### src/rtl/assembly_line_tokenizer_defines.svh
// assertion macros for the assembly line tokenizer
`ifndef ASSEMBLY_LINE_TOKENIZER_DEFINES_SVH
`define ASSEMBLY_LINE_TOKENIZER_DEFINES_SVH

// condition in the same cycle
`define ALT_ASSERT_SAME(lbl, ante, cons, msg) \
    lbl: assert property (@(posedge aclk) disable iff (!aresetn) (ante) |-> (cons)) \
        else $error(msg);

// condition in the following cycle
`define ALT_ASSERT_NEXT(lbl, ante, cons, msg) \
    lbl: assert property (@(posedge aclk) disable iff (!aresetn) (ante) |=> (cons)) \
        else $error(msg);

`endif

### src/rtl/alt_pkg.sv
// shared types, constants and helpers of the assembly line tokenizer
`default_nettype none

package alt_pkg;

    localparam int LINE_CAP_DEF     = 128;
    localparam int MAX_OPERANDS_DEF = 16;

    localparam int CHAR_W   = 8;
    localparam int MAXNS_W  = 7;
    localparam int MAXLAB_W = 6;
    localparam int APB_DW   = 32;
    localparam int APB_AW   = 3;

    localparam int STATUS_W = 2;
    localparam int KIND_W   = 3;
    localparam int OPIDX_W  = 4;
    localparam int START_W  = 7;
    localparam int END_W    = 8;
    localparam int KEPT_W   = 8;
    localparam int COUNT_W  = 5;
    localparam int TDATA_W  = 40;
    localparam int TDATA_PAD = TDATA_W - (STATUS_W + OPIDX_W + START_W + END_W + KEPT_W
                                          + COUNT_W);

    localparam logic [MAXNS_W-1:0]  MAX_NONSPACE_RST = 7'd80;
    localparam logic [MAXLAB_W-1:0] MAX_LABEL_RST    = 6'd31;

    // register index, taken from paddr[2]
    localparam logic REG_MAX_NONSPACE = 1'b0;
    localparam logic REG_MAX_LABEL    = 1'b1;

    localparam logic [STATUS_W-1:0] ST_OK       = 2'd0;
    localparam logic [STATUS_W-1:0] ST_EMPTY    = 2'd1;
    localparam logic [STATUS_W-1:0] ST_SYNTAX   = 2'd2;
    localparam logic [STATUS_W-1:0] ST_OVERFLOW = 2'd3;

    localparam logic [KIND_W-1:0] KIND_NONE     = 3'd0;
    localparam logic [KIND_W-1:0] KIND_LABEL    = 3'd1;
    localparam logic [KIND_W-1:0] KIND_INSTR    = 3'd2;
    localparam logic [KIND_W-1:0] KIND_DIRECT   = 3'd3;
    localparam logic [KIND_W-1:0] KIND_OPERAND  = 3'd4;

    localparam logic [CHAR_W-1:0] CH_NUL   = 8'h00;
    localparam logic [CHAR_W-1:0] CH_SEMI  = 8'h3B;
    localparam logic [CHAR_W-1:0] CH_COLON = 8'h3A;
    localparam logic [CHAR_W-1:0] CH_COMMA = 8'h2C;
    localparam logic [CHAR_W-1:0] CH_DOT   = 8'h2E;
    localparam logic [CHAR_W-1:0] CH_QUOTE = 8'h22;
    localparam logic [CHAR_W-1:0] CH_SPACE = 8'h20;
    localparam logic [CHAR_W-1:0] CH_TAB   = 8'h09;
    localparam logic [CHAR_W-1:0] CH_CR    = 8'h0D;

    typedef struct packed {
        logic [STATUS_W-1:0] status;
        logic [KIND_W-1:0]   token_kind;
        logic [OPIDX_W-1:0]  operand_index;
        logic [START_W-1:0]  token_start;
        logic [END_W-1:0]    token_end;
        logic [KEPT_W-1:0]   kept_length;
        logic [COUNT_W-1:0]  operand_count;
        logic                last;
    } alt_result_t;

    function automatic logic is_ws(input logic [CHAR_W-1:0] c);
        return (c == CH_SPACE) || ((c >= CH_TAB) && (c <= CH_CR));
    endfunction

endpackage

`default_nettype wire

### src/rtl/alt_line_buf.sv
// line buffer memory with fill count and overflow flag
`default_nettype none

module alt_line_buf #(
    parameter int LINE_CAP = alt_pkg::LINE_CAP_DEF
) (
    input  wire logic                              aclk,
    input  wire logic                              aresetn,
    input  wire logic                              wr_en,
    input  wire logic [alt_pkg::CHAR_W-1:0]        wr_char,
    input  wire logic                              line_clear,
    input  wire logic [$clog2(LINE_CAP)-1:0]       rd_addr,
    output logic      [alt_pkg::CHAR_W-1:0]        rd_data,
    output logic      [$clog2(LINE_CAP+1)-1:0]     fill,
    output logic                                   overflowed
);

    localparam int IDX_W  = $clog2(LINE_CAP);
    localparam int FILL_W = $clog2(LINE_CAP + 1);

    logic [alt_pkg::CHAR_W-1:0] line_store_mem [LINE_CAP];
    logic [alt_pkg::CHAR_W-1:0] rd_data_reg;
    logic [FILL_W-1:0]          fill_reg, fill_next;
    logic                       ovf_reg, ovf_next;
    logic                       store_en;

    always_comb begin
        fill_next = fill_reg;
        ovf_next  = ovf_reg;
        store_en  = 1'b0;
        if (line_clear) begin
            fill_next = '0;
            ovf_next  = 1'b0;
        end else if (wr_en && (wr_char != alt_pkg::CH_NUL)) begin
            if (fill_reg < FILL_W'(LINE_CAP)) begin
                store_en  = 1'b1;
                fill_next = fill_reg + FILL_W'(1);
            end else begin
                ovf_next = 1'b1;
            end
        end
    end

    always_ff @(posedge aclk) begin
        if (!aresetn) begin
            fill_reg <= '0;
            ovf_reg  <= 1'b0;
        end else begin
            fill_reg <= fill_next;
            ovf_reg  <= ovf_next;
        end
    end

    always_ff @(posedge aclk) begin
        if (store_en) begin
            line_store_mem[fill_reg[IDX_W-1:0]] <= wr_char;
        end
        rd_data_reg <= line_store_mem[rd_addr];
    end

    assign rd_data    = rd_data_reg;
    assign fill       = fill_reg;
    assign overflowed = ovf_reg;

endmodule

`default_nettype wire

### src/rtl/alt_walker.sv
// line walk sequencer: up to three sweeps over the line buffer and result emission
`default_nettype none

module alt_walker #(
    parameter int LINE_CAP     = alt_pkg::LINE_CAP_DEF,
    parameter int MAX_OPERANDS = alt_pkg::MAX_OPERANDS_DEF
) (
    input  wire logic                              aclk,
    input  wire logic                              aresetn,
    input  wire logic                              start,
    input  wire logic [$clog2(LINE_CAP+1)-1:0]     fill,
    input  wire logic                              buf_ovf,
    input  wire logic [alt_pkg::MAXNS_W-1:0]       max_nonspace,
    input  wire logic [alt_pkg::MAXLAB_W-1:0]      max_label,
    output logic      [$clog2(LINE_CAP)-1:0]       rd_addr,
    input  wire logic [alt_pkg::CHAR_W-1:0]        rd_data,
    output logic                                   busy,
    output logic                                   res_valid,
    input  wire logic                              res_ready,
    output alt_pkg::alt_result_t                   res
);

    localparam int IDX_W  = $clog2(LINE_CAP);
    localparam int FILL_W = $clog2(LINE_CAP + 1);
    localparam int CW     = (FILL_W > 8) ? FILL_W : 8;
    localparam int OPI_W  = $clog2(MAX_OPERANDS + 1);

    typedef enum logic [9:0] {
        S_IDLE     = 10'b00_0000_0001,
        S_SCAN_A   = 10'b00_0000_0010,
        S_DECIDE_A = 10'b00_0000_0100,
        S_SCAN_B   = 10'b00_0000_1000,
        S_DECIDE_B = 10'b00_0001_0000,
        S_EMIT_LAB = 10'b00_0010_0000,
        S_EMIT_NAM = 10'b00_0100_0000,
        S_SCAN_C   = 10'b00_1000_0000,
        S_EMIT_OP  = 10'b01_0000_0000,
        S_EMIT_ONE = 10'b10_0000_0000
    } state_t;

    typedef enum logic [3:0] {
        P_SKIP1 = 4'b0001,
        P_NAME  = 4'b0010,
        P_SKIP2 = 4'b0100,
        P_OPS   = 4'b1000
    } phase_t;

    state_t state_reg, state_next;
    phase_t phase_reg, phase_next;

    logic                 ev_valid_reg, ev_valid_next;
    logic [FILL_W-1:0]    ev_idx_reg, ev_idx_next;
    logic [FILL_W-1:0]    scan_idx_reg, scan_idx_next;
    logic [FILL_W-1:0]    n_reg, n_next;
    logic                 ovf_reg, ovf_next;
    // first sweep
    logic [FILL_W-1:0]    nonsp_reg, nonsp_next;
    logic                 seen_reg, seen_next;
    logic [FILL_W-1:0]    p0_reg, p0_next;
    logic                 semi_reg, semi_next;
    logic                 q_reg, q_next;
    logic                 colon_found_reg, colon_found_next;
    logic [FILL_W-1:0]    colon_reg, colon_next;
    logic                 before_ws_reg, before_ws_next;
    logic                 after_ws_reg, after_ws_next;
    logic                 prev_ws_reg, prev_ws_next;
    // second sweep
    logic [FILL_W-1:0]    ns_reg, ns_next;
    logic [FILL_W-1:0]    ne_reg, ne_next;
    logic                 dot_reg, dot_next;
    logic [FILL_W-1:0]    os_reg, os_next;
    logic                 inop_reg, inop_next;
    logic                 afc_reg, afc_next;
    logic [FILL_W-1:0]    commas_reg, commas_next;
    logic                 has_lab_reg, has_lab_next;
    logic [alt_pkg::KIND_W-1:0]   kind_reg, kind_next;
    logic [FILL_W-1:0]    count_reg, count_next;
    logic [alt_pkg::STATUS_W-1:0] status_reg, status_next;
    // third sweep
    logic [OPI_W-1:0]     opi_reg, opi_next;
    logic [FILL_W-1:0]    first_reg, first_next;
    logic [FILL_W-1:0]    endp_reg, endp_next;
    logic [FILL_W-1:0]    kept_reg, kept_next;
    logic                 seenop_reg, seenop_next;

    logic              c_ws;
    logic              q_tog;
    logic              issue;
    logic              op_go;
    logic              op_err;
    logic              op_last;
    logic [FILL_W-1:0] ev_idx_inc;
    logic [FILL_W-1:0] lab_len;
    logic [FILL_W-1:0] name_len;
    logic [FILL_W-1:0] commas_inc;

    assign c_ws       = alt_pkg::is_ws(rd_data);
    assign q_tog      = (rd_data == alt_pkg::CH_QUOTE) ? !q_reg : q_reg;
    assign issue      = scan_idx_reg < n_reg;
    assign ev_idx_inc = ev_idx_reg + FILL_W'(1);
    assign lab_len    = colon_reg - p0_reg;
    assign name_len   = ne_reg - ns_reg;
    assign commas_inc = commas_reg + FILL_W'(1);
    assign op_last    = (CW'(opi_reg) + CW'(1)) == CW'(count_reg);
    assign rd_addr    = scan_idx_reg[IDX_W-1:0];
    assign busy       = (state_reg != S_IDLE);

    always_comb begin
        state_next       = state_reg;
        phase_next       = phase_reg;
        ev_valid_next    = 1'b0;
        ev_idx_next      = ev_idx_reg;
        scan_idx_next    = scan_idx_reg;
        n_next           = n_reg;
        ovf_next         = ovf_reg;
        nonsp_next       = nonsp_reg;
        seen_next        = seen_reg;
        p0_next          = p0_reg;
        semi_next        = semi_reg;
        q_next           = q_reg;
        colon_found_next = colon_found_reg;
        colon_next       = colon_reg;
        before_ws_next   = before_ws_reg;
        after_ws_next    = after_ws_reg;
        prev_ws_next     = prev_ws_reg;
        ns_next          = ns_reg;
        ne_next          = ne_reg;
        dot_next         = dot_reg;
        os_next          = os_reg;
        inop_next        = inop_reg;
        afc_next         = afc_reg;
        commas_next      = commas_reg;
        has_lab_next     = has_lab_reg;
        kind_next        = kind_reg;
        count_next       = count_reg;
        status_next      = status_reg;
        opi_next         = opi_reg;
        first_next       = first_reg;
        endp_next        = endp_reg;
        kept_next        = kept_reg;
        seenop_next      = seenop_reg;
        op_go            = 1'b0;
        op_err           = 1'b0;
        res_valid        = 1'b0;
        res              = '0;

        unique case (state_reg)
            S_IDLE: begin
                if (start) begin
                    n_next           = fill;
                    ovf_next         = buf_ovf;
                    scan_idx_next    = '0;
                    nonsp_next       = '0;
                    seen_next        = 1'b0;
                    p0_next          = '0;
                    semi_next        = 1'b0;
                    q_next           = 1'b0;
                    colon_found_next = 1'b0;
                    colon_next       = '0;
                    before_ws_next   = 1'b0;
                    after_ws_next    = 1'b0;
                    prev_ws_next     = 1'b0;
                    state_next       = S_SCAN_A;
                end
            end

            // first sweep: first non-space, non-space count, label colon
            S_SCAN_A: begin
                if (issue) begin
                    ev_valid_next = 1'b1;
                    ev_idx_next   = scan_idx_reg;
                    scan_idx_next = scan_idx_reg + FILL_W'(1);
                end else if (!ev_valid_reg) begin
                    state_next = S_DECIDE_A;
                end
                if (ev_valid_reg) begin
                    if (!c_ws) begin
                        nonsp_next = nonsp_reg + FILL_W'(1);
                        if (!seen_reg) begin
                            seen_next = 1'b1;
                            p0_next   = ev_idx_reg;
                            semi_next = (rd_data == alt_pkg::CH_SEMI);
                        end
                    end
                    if (!colon_found_reg) begin
                        if (rd_data == alt_pkg::CH_QUOTE) begin
                            q_next = !q_reg;
                        end else if (!q_reg && (rd_data == alt_pkg::CH_COLON)) begin
                            colon_found_next = 1'b1;
                            colon_next       = ev_idx_reg;
                            before_ws_next   = prev_ws_reg;
                        end
                    end else if (ev_idx_reg == colon_reg + FILL_W'(1)) begin
                        after_ws_next = c_ws;
                    end
                    prev_ws_next = c_ws;
                end
            end

            S_DECIDE_A: begin
                // start values of the second sweep
                phase_next   = P_SKIP1;
                ns_next      = '0;
                ne_next      = n_reg;
                os_next      = n_reg;
                dot_next     = 1'b0;
                inop_next    = 1'b0;
                afc_next     = 1'b1;
                commas_next  = '0;
                q_next       = 1'b0;
                has_lab_next = colon_found_reg;
                scan_idx_next = colon_found_reg ? colon_reg + FILL_W'(1) : '0;
                state_next   = S_SCAN_B;
                if (!seen_reg || semi_reg) begin
                    status_next = alt_pkg::ST_EMPTY;
                    state_next  = S_EMIT_ONE;
                end else if (ovf_reg || (CW'(nonsp_reg) > CW'(max_nonspace))) begin
                    status_next = alt_pkg::ST_OVERFLOW;
                    state_next  = S_EMIT_ONE;
                end else if (colon_found_reg) begin
                    if (p0_reg == colon_reg) begin
                        status_next = alt_pkg::ST_SYNTAX;
                        state_next  = S_EMIT_ONE;
                    end else if (CW'(lab_len) > CW'(max_label)) begin
                        status_next = alt_pkg::ST_OVERFLOW;
                        state_next  = S_EMIT_ONE;
                    end else if (before_ws_reg || !after_ws_reg
                                 || (colon_reg + FILL_W'(1) >= n_reg)) begin
                        status_next = alt_pkg::ST_SYNTAX;
                        state_next  = S_EMIT_ONE;
                    end
                end
            end

            // second sweep: command name, then operand syntax
            S_SCAN_B: begin
                if (issue) begin
                    ev_valid_next = 1'b1;
                    ev_idx_next   = scan_idx_reg;
                    scan_idx_next = scan_idx_reg + FILL_W'(1);
                end else if (!ev_valid_reg) begin
                    state_next = S_DECIDE_B;
                end
                if (ev_valid_reg) begin
                    unique case (phase_reg)
                        P_SKIP1: begin
                            if (!c_ws) begin
                                ns_next    = ev_idx_reg;
                                dot_next   = (rd_data == alt_pkg::CH_DOT);
                                phase_next = P_NAME;
                            end
                        end
                        P_NAME: begin
                            if (c_ws) begin
                                ne_next    = ev_idx_reg;
                                phase_next = P_SKIP2;
                            end
                        end
                        P_SKIP2: begin
                            if (!c_ws) begin
                                os_next    = ev_idx_reg;
                                phase_next = P_OPS;
                                op_go      = 1'b1;
                            end
                        end
                        P_OPS: begin
                            op_go = 1'b1;
                        end
                        default: begin
                            phase_next = P_SKIP1;
                        end
                    endcase
                    if (op_go) begin
                        q_next = q_tog;
                        if (!q_tog) begin
                            if (rd_data == alt_pkg::CH_COMMA) begin
                                if (!inop_reg && afc_reg) begin
                                    op_err = 1'b1;
                                end else begin
                                    commas_next = commas_inc;
                                    afc_next    = 1'b1;
                                    inop_next   = 1'b0;
                                end
                            end else if (!c_ws) begin
                                if (!afc_reg) begin
                                    op_err = 1'b1;
                                end else begin
                                    inop_next = 1'b1;
                                end
                            end else begin
                                if (inop_reg) begin
                                    afc_next = 1'b0;
                                end
                                inop_next = 1'b0;
                            end
                        end
                    end
                    if (op_err) begin
                        ev_valid_next = 1'b0;
                        status_next   = alt_pkg::ST_SYNTAX;
                        state_next    = S_EMIT_ONE;
                    end
                end
            end

            S_DECIDE_B: begin
                kind_next  = dot_reg ? alt_pkg::KIND_DIRECT : alt_pkg::KIND_INSTR;
                count_next = (phase_reg == P_OPS) ? commas_inc : '0;
                state_next = has_lab_reg ? S_EMIT_LAB : S_EMIT_NAM;
                if ((phase_reg == P_SKIP1) || (dot_reg && (name_len == FILL_W'(1)))) begin
                    status_next = alt_pkg::ST_SYNTAX;
                    state_next  = S_EMIT_ONE;
                end else if ((phase_reg == P_OPS) && ((afc_reg && !inop_reg) || q_reg)) begin
                    status_next = alt_pkg::ST_SYNTAX;
                    state_next  = S_EMIT_ONE;
                end else if ((phase_reg == P_OPS)
                             && (CW'(commas_inc) > CW'(MAX_OPERANDS))) begin
                    status_next = alt_pkg::ST_OVERFLOW;
                    state_next  = S_EMIT_ONE;
                end
            end

            S_EMIT_LAB: begin
                res_valid         = 1'b1;
                res.status        = alt_pkg::ST_OK;
                res.token_kind    = alt_pkg::KIND_LABEL;
                res.token_start   = alt_pkg::START_W'(p0_reg);
                res.token_end     = alt_pkg::END_W'(colon_reg);
                res.kept_length   = alt_pkg::KEPT_W'(lab_len);
                res.operand_count = alt_pkg::COUNT_W'(count_reg);
                res.last          = 1'b0;
                if (res_ready) begin
                    state_next = S_EMIT_NAM;
                end
            end

            S_EMIT_NAM: begin
                res_valid         = 1'b1;
                res.status        = alt_pkg::ST_OK;
                res.token_kind    = kind_reg;
                res.token_start   = alt_pkg::START_W'(ns_reg);
                res.token_end     = alt_pkg::END_W'(ne_reg);
                res.kept_length   = alt_pkg::KEPT_W'(name_len);
                res.operand_count = alt_pkg::COUNT_W'(count_reg);
                res.last          = (count_reg == '0);
                if (res_ready) begin
                    if (count_reg == '0) begin
                        state_next = S_IDLE;
                    end else begin
                        scan_idx_next = os_reg;
                        opi_next      = '0;
                        first_next    = os_reg;
                        endp_next     = os_reg;
                        kept_next     = '0;
                        seenop_next   = 1'b0;
                        q_next        = 1'b0;
                        state_next    = S_SCAN_C;
                    end
                end
            end

            // third sweep: span and kept length of each operand
            S_SCAN_C: begin
                if (issue) begin
                    ev_valid_next = 1'b1;
                    ev_idx_next   = scan_idx_reg;
                    scan_idx_next = scan_idx_reg + FILL_W'(1);
                end else if (!ev_valid_reg) begin
                    state_next = S_EMIT_OP;
                end
                if (ev_valid_reg) begin
                    if ((rd_data == alt_pkg::CH_COMMA) && !q_reg) begin
                        // drop the read in flight, resume after the comma
                        ev_valid_next = 1'b0;
                        scan_idx_next = ev_idx_inc;
                        state_next    = S_EMIT_OP;
                    end else begin
                        q_next = q_tog;
                        if (!c_ws || q_tog) begin
                            kept_next = kept_reg + FILL_W'(1);
                        end
                        if (!c_ws) begin
                            if (!seenop_reg) begin
                                first_next  = ev_idx_reg;
                                seenop_next = 1'b1;
                            end
                            endp_next = ev_idx_inc;
                        end
                    end
                end
            end

            S_EMIT_OP: begin
                res_valid         = 1'b1;
                res.status        = alt_pkg::ST_OK;
                res.token_kind    = alt_pkg::KIND_OPERAND;
                res.operand_index = alt_pkg::OPIDX_W'(opi_reg);
                res.token_start   = alt_pkg::START_W'(first_reg);
                res.token_end     = alt_pkg::END_W'(endp_reg);
                res.kept_length   = alt_pkg::KEPT_W'(kept_reg);
                res.operand_count = alt_pkg::COUNT_W'(count_reg);
                res.last          = op_last;
                if (res_ready) begin
                    if (op_last) begin
                        state_next = S_IDLE;
                    end else begin
                        opi_next    = opi_reg + OPI_W'(1);
                        first_next  = scan_idx_reg;
                        endp_next   = scan_idx_reg;
                        kept_next   = '0;
                        seenop_next = 1'b0;
                        q_next      = 1'b0;
                        state_next  = S_SCAN_C;
                    end
                end
            end

            S_EMIT_ONE: begin
                res_valid  = 1'b1;
                res.status = status_reg;
                res.last   = 1'b1;
                if (res_ready) begin
                    state_next = S_IDLE;
                end
            end

            default: begin
                state_next = S_IDLE;
            end
        endcase
    end

    always_ff @(posedge aclk) begin
        if (!aresetn) begin
            state_reg    <= S_IDLE;
            ev_valid_reg <= 1'b0;
        end else begin
            state_reg    <= state_next;
            ev_valid_reg <= ev_valid_next;
        end
    end

    always_ff @(posedge aclk) begin
        phase_reg       <= phase_next;
        ev_idx_reg      <= ev_idx_next;
        scan_idx_reg    <= scan_idx_next;
        n_reg           <= n_next;
        ovf_reg         <= ovf_next;
        nonsp_reg       <= nonsp_next;
        seen_reg        <= seen_next;
        p0_reg          <= p0_next;
        semi_reg        <= semi_next;
        q_reg           <= q_next;
        colon_found_reg <= colon_found_next;
        colon_reg       <= colon_next;
        before_ws_reg   <= before_ws_next;
        after_ws_reg    <= after_ws_next;
        prev_ws_reg     <= prev_ws_next;
        ns_reg          <= ns_next;
        ne_reg          <= ne_next;
        dot_reg         <= dot_next;
        os_reg          <= os_next;
        inop_reg        <= inop_next;
        afc_reg         <= afc_next;
        commas_reg      <= commas_next;
        has_lab_reg     <= has_lab_next;
        kind_reg        <= kind_next;
        count_reg       <= count_next;
        status_reg      <= status_next;
        opi_reg         <= opi_next;
        first_reg       <= first_next;
        endp_reg        <= endp_next;
        kept_reg        <= kept_next;
        seenop_reg      <= seenop_next;
    end

endmodule

`default_nettype wire

### src/rtl/assembly_line_tokenizer.sv
// assembly line tokenizer top level
//
// s_ channel: one request per character in s_tdata[7:0]; s_tlast high marks
// end of line (no character) and starts the walk. A zero character is dropped,
// characters beyond the buffer capacity set an overflow mark for the line.
// m_ channel: one request per token (label, command name, each operand), or a
// single request carrying an empty, syntax error or overflow status; m_tlast
// marks the final request of the line.
// Loading takes one character per cycle while no walk runs. The walk makes up
// to three sweeps over the line buffer through its single registered read
// port; the first sweep and a completed second sweep are each followed by a
// decision step, and the operand sweep starts at the first operand. Each
// result passes through the output register to m_tvalid.
// No character is taken while a walk runs.
// A stalled receiver holds the walk at its current result; the output register
// lets the next line load while the final result of a line still waits.
// Reset empties the buffer and sets the limits to 80 and 31; the buffer memory
// itself is not cleared, so no clearing pass follows reset.
`default_nettype none
`include "assembly_line_tokenizer_defines.svh"

module assembly_line_tokenizer #(
    parameter int LINE_CAP     = alt_pkg::LINE_CAP_DEF,
    parameter int MAX_OPERANDS = alt_pkg::MAX_OPERANDS_DEF
) (
    input  wire logic                          aclk,
    input  wire logic                          aresetn,
    input  wire logic                          s_tvalid,
    output logic                               s_tready,
    input  wire logic [alt_pkg::CHAR_W-1:0]    s_tdata,   // [7:0] char_code
    input  wire logic                          s_tlast,   // end_of_line
    output logic                               m_tvalid,
    input  wire logic                          m_tready,
    // [1:0] status, [5:2] operand_index, [12:6] token_start, [20:13] token_end,
    // [28:21] kept_length, [33:29] operand_count, [39:34] zero
    output logic      [alt_pkg::TDATA_W-1:0]   m_tdata,
    output logic      [alt_pkg::KIND_W-1:0]    m_tuser,   // [2:0] token_kind
    output logic                               m_tlast,   // last
    input  wire logic                          psel,
    input  wire logic                          penable,
    input  wire logic                          pwrite,
    input  wire logic [alt_pkg::APB_AW-1:0]    paddr,
    input  wire logic [alt_pkg::APB_DW-1:0]    pwdata,
    output logic      [alt_pkg::APB_DW-1:0]    prdata,
    output logic                               pready
);

    localparam int IDX_W  = $clog2(LINE_CAP);
    localparam int FILL_W = $clog2(LINE_CAP + 1);

    logic [alt_pkg::MAXNS_W-1:0]  max_ns_reg, max_ns_next;
    logic [alt_pkg::MAXLAB_W-1:0] max_lab_reg, max_lab_next;

    logic                          m_tvalid_reg, m_tvalid_next;
    logic [alt_pkg::TDATA_W-1:0]   m_tdata_reg, m_tdata_next;
    logic [alt_pkg::KIND_W-1:0]    m_tuser_reg, m_tuser_next;
    logic                          m_tlast_reg, m_tlast_next;

    logic                          in_take;
    logic                          char_wr;
    logic                          line_end;
    logic                          cfg_wr;
    logic                          walk_busy;
    logic [IDX_W-1:0]              rd_addr;
    logic [alt_pkg::CHAR_W-1:0]    rd_data;
    logic [FILL_W-1:0]             fill;
    logic                          buf_ovf;
    logic                          res_valid;
    logic                          res_ready;
    alt_pkg::alt_result_t          res;

    // the buffer is only written between walks, so reads and writes never meet
    assign s_tready = !walk_busy;
    assign in_take  = s_tvalid && s_tready;
    assign char_wr  = in_take && !s_tlast;
    assign line_end = in_take && s_tlast;

    alt_line_buf #(
        .LINE_CAP (LINE_CAP)
    ) u_line_buf (
        .aclk       (aclk),
        .aresetn    (aresetn),
        .wr_en      (char_wr),
        .wr_char    (s_tdata),
        .line_clear (line_end),
        .rd_addr    (rd_addr),
        .rd_data    (rd_data),
        .fill       (fill),
        .overflowed (buf_ovf)
    );

    alt_walker #(
        .LINE_CAP     (LINE_CAP),
        .MAX_OPERANDS (MAX_OPERANDS)
    ) u_walker (
        .aclk         (aclk),
        .aresetn      (aresetn),
        .start        (line_end),
        .fill         (fill),
        .buf_ovf      (buf_ovf),
        .max_nonspace (max_ns_reg),
        .max_label    (max_lab_reg),
        .rd_addr      (rd_addr),
        .rd_data      (rd_data),
        .busy         (walk_busy),
        .res_valid    (res_valid),
        .res_ready    (res_ready),
        .res          (res)
    );

    // output register
    assign res_ready = !m_tvalid_reg || m_tready;

    always_comb begin
        m_tvalid_next = m_tvalid_reg;
        m_tdata_next  = m_tdata_reg;
        m_tuser_next  = m_tuser_reg;
        m_tlast_next  = m_tlast_reg;
        if (res_valid && res_ready) begin
            m_tvalid_next = 1'b1;
            m_tdata_next  = {{alt_pkg::TDATA_PAD{1'b0}}, res.operand_count, res.kept_length,
                             res.token_end, res.token_start, res.operand_index, res.status};
            m_tuser_next  = res.token_kind;
            m_tlast_next  = res.last;
        end else if (m_tready) begin
            m_tvalid_next = 1'b0;
        end
    end

    // configuration port
    assign cfg_wr = psel && penable && pwrite && pready;
    assign pready = 1'b1;

    always_comb begin
        max_ns_next  = max_ns_reg;
        max_lab_next = max_lab_reg;
        if (cfg_wr) begin
            unique case (paddr[2])
                alt_pkg::REG_MAX_NONSPACE: max_ns_next  = pwdata[alt_pkg::MAXNS_W-1:0];
                alt_pkg::REG_MAX_LABEL:    max_lab_next = pwdata[alt_pkg::MAXLAB_W-1:0];
                default: ;
            endcase
        end
    end

    always_comb begin
        unique case (paddr[2])
            alt_pkg::REG_MAX_NONSPACE: prdata = alt_pkg::APB_DW'(max_ns_reg);
            alt_pkg::REG_MAX_LABEL:    prdata = alt_pkg::APB_DW'(max_lab_reg);
            default:                   prdata = '0;
        endcase
    end

    always_ff @(posedge aclk) begin
        if (!aresetn) begin
            m_tvalid_reg <= 1'b0;
            max_ns_reg   <= alt_pkg::MAX_NONSPACE_RST;
            max_lab_reg  <= alt_pkg::MAX_LABEL_RST;
        end else begin
            m_tvalid_reg <= m_tvalid_next;
            max_ns_reg   <= max_ns_next;
            max_lab_reg  <= max_lab_next;
        end
    end

    always_ff @(posedge aclk) begin
        m_tdata_reg <= m_tdata_next;
        m_tuser_reg <= m_tuser_next;
        m_tlast_reg <= m_tlast_next;
    end

    assign m_tvalid = m_tvalid_reg;
    assign m_tdata  = m_tdata_reg;
    assign m_tuser  = m_tuser_reg;
    assign m_tlast  = m_tlast_reg;

    `ALT_ASSERT_SAME(a_no_char_during_walk, res_valid, !s_tready, "character taken during walk")
    `ALT_ASSERT_NEXT(a_eol_starts_walk, line_end, !s_tready, "end of line did not start walk")
    `ALT_ASSERT_NEXT(a_last_ends_walk, res_valid && res_ready && res.last, s_tready, "walk hung")

endmodule

`default_nettype wire
### config.mk
export PLATFORM = sky130hd
export DESIGN_NAME = assembly_line_tokenizer
export DESIGN_NICKNAME = d
export VERILOG_FILES = /design/src/rtl/alt_pkg.sv /design/src/rtl/alt_line_buf.sv /design/src/rtl/alt_walker.sv /design/src/rtl/assembly_line_tokenizer.sv
export VERILOG_INCLUDE_DIRS = /design/src /design/src/rtl
export SDC_FILE = /design/constraint.sdc
export NUM_CORES = 1
export LEC_CHECK = 0
export BUFFER_PORTS_ARGS = -buffer_cell sky130_fd_sc_hd__buf_2
export CAP_MARGIN = 20
export CORE_MARGIN = 1
export CORE_UTILIZATION = 28
export CTS_CLUSTER_SIZE = 20
export DETAILED_ROUTE_END_ITERATION = 6
export HOLD_SLACK_MARGIN = 0.1
export PLACE_DENSITY_LB_ADDON = 0.05
export SYNTH_ARGS = -nofsm -noshare
export SYNTH_HDL_FRONTEND = slang
export SYNTH_SLANG_ARGS = --single-unit
### constraint.sdc
create_clock -name aclk -period 4.81 [get_ports aclk]
set_input_delay 0.2405 -clock aclk [delete_from_list [all_inputs] [get_ports aclk]]
set_output_delay 0.2405 -clock aclk [all_outputs]
set_load 0.1 [all_outputs]
Word level (Yosys, flattened, before mapping)
Memory sizes are Yosys's and may differ from the RTL's. A register that Yosys moved wholly into a read port is not among the register bits.
Index checks and enable logic that the tools add are counted.
{"block": "totals", "ramBits": 1024, "romBits": 0, "ff_bits": 210, "in_bits": 51, "mem_count": 1, "latchBits": 0, "out_inout_bits": 79, "elab_cells": 403}
{"memory": "u_line_buf.line_store_mem", "words": 128, "word_bits": 8, "rd": 1, "rd_ports_with_merged_regs": 1, "wr": 1, "line": "alt_line_buf.sv:21", "source": "logic [alt_pkg::CHAR_W-1:0] line_store_mem [LINE_CAP];"}
{"block": "classes", "n_addsub": 11, "order_cmp": 8, "multipliers": 0, "shift": 0, "n_reduce_logical": 71, "mux": 197, "bitwise_logic": 3, "eq_ne": 69, "div_mod_pow": 0}
{"op": "$mux 8", "count": 43}
{"op": "$mux 10", "count": 24}
{"op": "$pmux 8 s2", "count": 7}
{"op": "$pmux 10 s10", "count": 1}
{"op": "$pmux 28 s3", "count": 1}
{"op": "$mux 1", "count": 73}
{"op": "$pmux 32 s2", "count": 1}
{"op": "$add 8x1->8 const B", "count": 7}
{"op": "$eq 8x6->1 const B", "count": 6}
{"op": "$pmux 8 s3", "count": 2}
{"op": "$ne 2x2->1 const B", "count": 22}
{"op": "$pmux 8 s5", "count": 1}
{"op": "$mux 7", "count": 5}
{"op": "$reduce_and 6->1", "count": 5}
{"op": "$eq 8x8->1", "count": 3}
{"op": "$ne 2x1->1 const B", "count": 12}
{"op": "$mux 2", "count": 11}
{"op": "$pmux 7 s3", "count": 1}
{"op": "$mux 5", "count": 4}
{"op": "$pmux 1 s2", "count": 10}
{"op": "$reduce_and 4->1", "count": 5}
{"op": "$mux 4", "count": 4}
{"op": "$pmux 4 s4", "count": 1}
{"op": "$reduce_and 8->1", "count": 2}
{"op": "57 further kinds", "count": 108}

Logic depth before layout (Yosys ltp)
{"block": "logic_depth", "word_depth": 13, "depth_mapped": 15, "mapped_depth_nobuf": 15}

Cells and area by module
Synthesis repeated with hierarchy kept, for this count alone.
{"block": "unflattened", "hier_cells": 2707, "hier_area_um2": 51239.1}
{"module": "alt_line_buf", "seq_area_each_um2": 31089.8, "cells_each": 1676, "area_per_inst_um2": 40055.9, "n_inst": 1}
{"module": "alt_walker", "seq_area_each_um2": 4304.1, "cells_each": 886, "area_per_inst_um2": 9081.2, "n_inst": 1}
{"module": "assembly_line_tokenizer", "seq_area_each_um2": 1421.4, "cells_each": 145, "area_per_inst_um2": 2102.0, "n_inst": 1}

Least setup slack after synthesis
OpenSTA, ideal clock, no wires.
{"block": "synth_path", "kind": "reg-to-reg", "startpoint": "reg u_walker.colon_reg[0]", "endpoint": "reg u_walker.status_reg[0] (netlist name) (enable)", "n_path_buf": 0, "t_arrival_ps": 2954, "slack_ps": 1608, "setup_ps": 248, "period_less_slack_ps": 3202, "required_time_ps": 4562, "stages_incl_launch_ff": 16, "cell_sequence": "edfxtp_1 > inv_1 > ha_1 > inv_1 > fa_1 > a21o_1 > a21oi_1 > xnor2_1 > ha_1 > nand3_1 > a21oi_1 > a2111oi_0 > nor2_1 > o31ai_1 > nand3_1 > and3_1"}
{"block": "synth_via", "elab_chain_len": 5, "elab_cells_between_ends": 8, "cone_classes": "add/sub (2); order compare (2); eq/ne (2); reduce/logical (2)"}
{"element": "start, declared", "line": "alt_walker.sv:63", "source": "logic [FILL_W-1:0] colon_reg, colon_next;"}
{"element": "start signal, assigned", "line": "alt_walker.sv:455", "source": "colon_reg <= colon_next;"}
{"element": "$add 8x1->8", "line": "alt_walker.sv:228", "source": "|| (colon_reg + FILL_W'(1) >= n_reg)) begin"}
{"element": "$ge 8x8->1", "line": "alt_walker.sv:228"}
{"element": "$logic_or 1x1->1", "line": "alt_walker.sv:228"}
{"element": "$ne 6x1->1 (no line) *"}
{"element": "$reduce_and 6->1 (no line) *"}
{"element": "end signal, assigned", "line": "alt_walker.sv:469", "source": "status_reg <= status_next;"}
{"element": "end, declared", "line": "alt_walker.sv:78", "source": "logic [alt_pkg::STATUS_W-1:0] status_reg, status_next;"}
Every way passes the cells marked *; elsewhere a longest branch is shown, timed or not.
A chain may end at the register's enable or synchronous reset.

Worst setup path in the final report
{"block": "layout_path", "startpoint": "reg u_walker.state_reg[6]", "endpoint": "mem u_line_buf.line_store_mem[57][1] (netlist name) (enable)"}
{"block": "layout_via", "elab_chain_len": 9, "elab_cells_between_ends": 10, "cone_classes": "eq/ne (1); mux (4); reduce/logical (5)"}
{"element": "start, declared", "line": "alt_walker.sv:48", "source": "state_t state_reg, state_next;"}
{"element": "start signal, assigned", "line": "alt_walker.sv:438", "source": "state_reg <= state_next;"}
{"element": "$ne 10x1->1 *", "line": "alt_walker.sv:106", "source": "assign busy = (state_reg != S_IDLE);"}
{"element": "$logic_not 1->1 *", "line": "assembly_line_tokenizer.sv:73", "source": "assign s_tready = !walk_busy;"}
{"element": "$logic_and 1x1->1 *", "line": "assembly_line_tokenizer.sv:74", "source": "assign in_take = s_tvalid && s_tready;"}
{"element": "$logic_and 1x1->1", "line": "assembly_line_tokenizer.sv:75", "source": "assign char_wr = in_take && !s_tlast;"}
{"element": "$logic_and 1x1->1", "line": "alt_line_buf.sv:34", "source": "end else if (wr_en && (wr_char != alt_pkg::CH_NUL)) begin"}
{"element": "$mux 1", "line": "alt_line_buf.sv:34"}
{"element": "$mux 1 *", "line": "alt_line_buf.sv:31", "source": "if (line_clear) begin"}
{"element": "$mux 1 *", "line": "alt_line_buf.sv:55", "source": "if (store_en) begin"}
{"element": "$mux 1 (implied by the code) *", "line": "alt_line_buf.sv:56", "source": "line_store_mem[fill_reg[IDX_W-1:0]] <= wr_char;"}
{"element": "end, declared", "line": "alt_line_buf.sv:21"}
Marks and branches as above.

==> flow_summary.yaml <==
status:
  status: "complete, no violations"
layout:
  final_nets: 3050
  multi_input_area_um2: 13300
  area_growth_pct: 16.6
  post-route-util: 0.329
  drive_above_1_share: 0.229
  seqCellArea_um2: 36800
  nFillCells: 17324
  largest_reg_flops: 1024
  stdcell_count: 5439
timing:
  finClkSkew_ns: 0.0272
  finalWorstSetupSlack_ns: 0.673
  rsz0062_at_grt: "false"
  fmax_mhz: 242
  setup_viol: 0
  tns_ns: 0
  min_period_over_period: 0.860
  finalHoldViolCount: 0
  final_max_slew_viol_count: 0
  relSlewSlack: 0.243
  period_needed_ns: 4.14
  worstMarginPinSlew_ns: 1.13
route:
  drt_wl_total_um: 148000
  drc: 0
  wl_per_cell_um: 27.2
  viasPerCell: 4.83
  route.vias.total: 26283
  drt-initial-drc-count: 1766
  drtAntennaViolNets: 0
  drt-pass1-iter-count: 7
placement:
  place_inst: 5136
  port_buffers: 70
  hpwlAfterDp_um: 95800
  globalplace.congestion: 0.774
  dpl_worst_slack_ns: 0.654
worst_setup_path:
  crit_type: "register to register"
  start_kind: "register"
  critPathArrivalTime_ns: 4.53
  worstPathRequired_ns: 5.20
  path_max_fanout: 8
  endpoint_kind: "register"
floorplanning:
  io_pins: 130
  dieHeight_um: 429
  fp-row-count: 156
  die_w_um: 429
  core_um2: 181000
  die_area_um2: 184000
  start_util: 0.282
grt:
  grt_overflow_total: 0
  antenna_found_initial: 3
  grt_pass1_wl_um: 211000
  grt_max_degree: 85
  grt_pass1_vias: 27368
  grt_usage: 0.161
synthesis:
  synth_edf_count: 1198
  async_flop_share: 0
  synthDistinctLibCells: 76
  syn_inst: 2746
  yosys.area.top_type: "edfxtp_1"
  synthesis.area_um2: 51100
  synthTopCellsByArea: "edfxtp_1 70%, mux4_2 14%, nor2_1 1.8%"
  ys_ff_latch: 1240
  ys_top_cells_by_count: "1,198 x edfxtp_1, 320 x mux4_2, 246 x nor2_1"
  ys_warn_count: 0
  yosysMostFrequentCell: "edfxtp_1"
  ys.flop_type: "edfxtp_1"
  syn_avg_cell_area_um2: 18.6
  synth_top_area_share: 0.704
  yosysSeqAreaShare: 0.720
clock_network:
  clk_pin_slew_ns: 0.06
  cts_max_level: 4
  clk_path_buf_depth: 3
  cts_sinks: 1240
  cts_setup_buffers: 0
  root_buffer: "clkbuf_16"
  cts_made_buffers: 146
  tritoncts: "yes"
  worstSkewPairLatency_ns: 0.80
power_and_ir_drop:
  power.density_nw_per_um2: 490
  ir_worst_vdd_v: 0.000317
  power_mw: 29.2
  p_leak_nw: 19.1
flow_run:
  drv_cap: 0
worst_hold_path:
  worstHoldPathType: "input port to register"
[worst max-delay path, cell delays in order, from the launching register on]
cell and delay [ns]:
dfxtp_1 0.39, nor3_4 0.34, nand4_2 0.38, nor4_1 0.73, nand2_1 0.66, buf_4 0.40, nor2_1 0.81
[timing repair]
| item | 4_1_cts | 5_1_grt |
|---|---|---|
| hold buffers | 33 | 0 |
| resized for setup | 0 | 0 |
| hold endpoints to repair | 66 | 0 |
[cells by family (layout without fill, tap and decap cells)]
family                   count (synthesis)  in the layout  synth area share
other                                    2             33          0.000147
XOR/XNOR                                71             71            0.0122
AO/OA/AOI/OAI                          220            220            0.0303
flip-flops                            1240           1240             0.720
multiplexers                           363            363             0.149
AND/OR/NAND/NOR                        563            563            0.0520
adder cells (fa/ha/maj)                 52             52            0.0130
buffers and inverters                  235            527            0.0227
[cell type report]
| class | count | area share |
|---|---|---|
| multi-input cells | 1301 | 0.223 |
| well taps | 2370 | 0.0498 |
| repair buffers | 181 | 0.0246 |
| diodes | 1 | 0.0000420 |
| inverters | 77 | 0.00485 |
| clock buffers | 178 | 0.0646 |
| clock inverters | 91 | 0.0156 |
| flip-flops and latches | 1240 | 0.618 |
[cells in the final DEF, fill, tap and decap left out, types with 35 or more instances in the layout]
| master | n |
|---|---|
| and2_1 | 35 |
| buf_4 | 69 |
| inv_1 | 76 |
| clkbuf_16 | 149 |
| xor2_1 | 40 |
| buf_2 | 63 |
| a21oi_1 | 48 |
| nand2_1 | 112 |
| nor2_1 | 245 |
| ha_1 | 50 |
| o21ai_0 | 36 |
| mux4_2 | 320 |
| edfxtp_1 | 1198 |
| dfxtp_1 | 42 |
| mux2i_1 | 42 |
| nand3_1 | 39 |
[routing by layer]
| layer | vias to the layer above | GRT usage | routed length (um) |
|---|---|---|---|
| met3 | 159 | 0.0267 | 6040 |
| met2 | 617 | 0.265 | 72400 |
| met5 | - | 0 | 0 |
| met4 | 0 | 0.0385 | 2630 |
| li1 | 11421 | - | - |
| met1 | 14086 | 0.220 | 67000 |
[stage by stage]
stage	cell area [um2]	hold slack, ns
floorplan	51200	0.339
global placement	54400	0.446
detailed placement	54500	0.450
CTS	59600	0.126
global route	59600	0.142
finish	59600	0.174
[path summary, 6_finish.rpt]
kind | startpoint | endpoint | slack (ns) | cells past startpoint
setup / recovery | u_walker.state_reg[6] | u_line_buf.line_store_mem[57][1] | 0.67 | 6
hold / removal | s_tdata[3] | u_line_buf.line_store_mem[0][3] | 0.17 | 2
setup reg to reg | u_walker.state_reg[6] | u_line_buf.line_store_mem[57][1] | 0.67 | 6
hold reg to reg | max_ns_reg[2] | max_ns_reg[2] | 0.45 | 2
[power breakdown]
group | total (mW) | internal (mW) | switching [mW] | leakage (nW)
clock | 11.1 | 6.45 | 4.62 | 2.35
combinational | 5.86 | 2.43 | 3.43 | 5.64
sequential | 12.3 | 12.1 | 0.233 | 11.1
(Power assumes the default switching activity.)
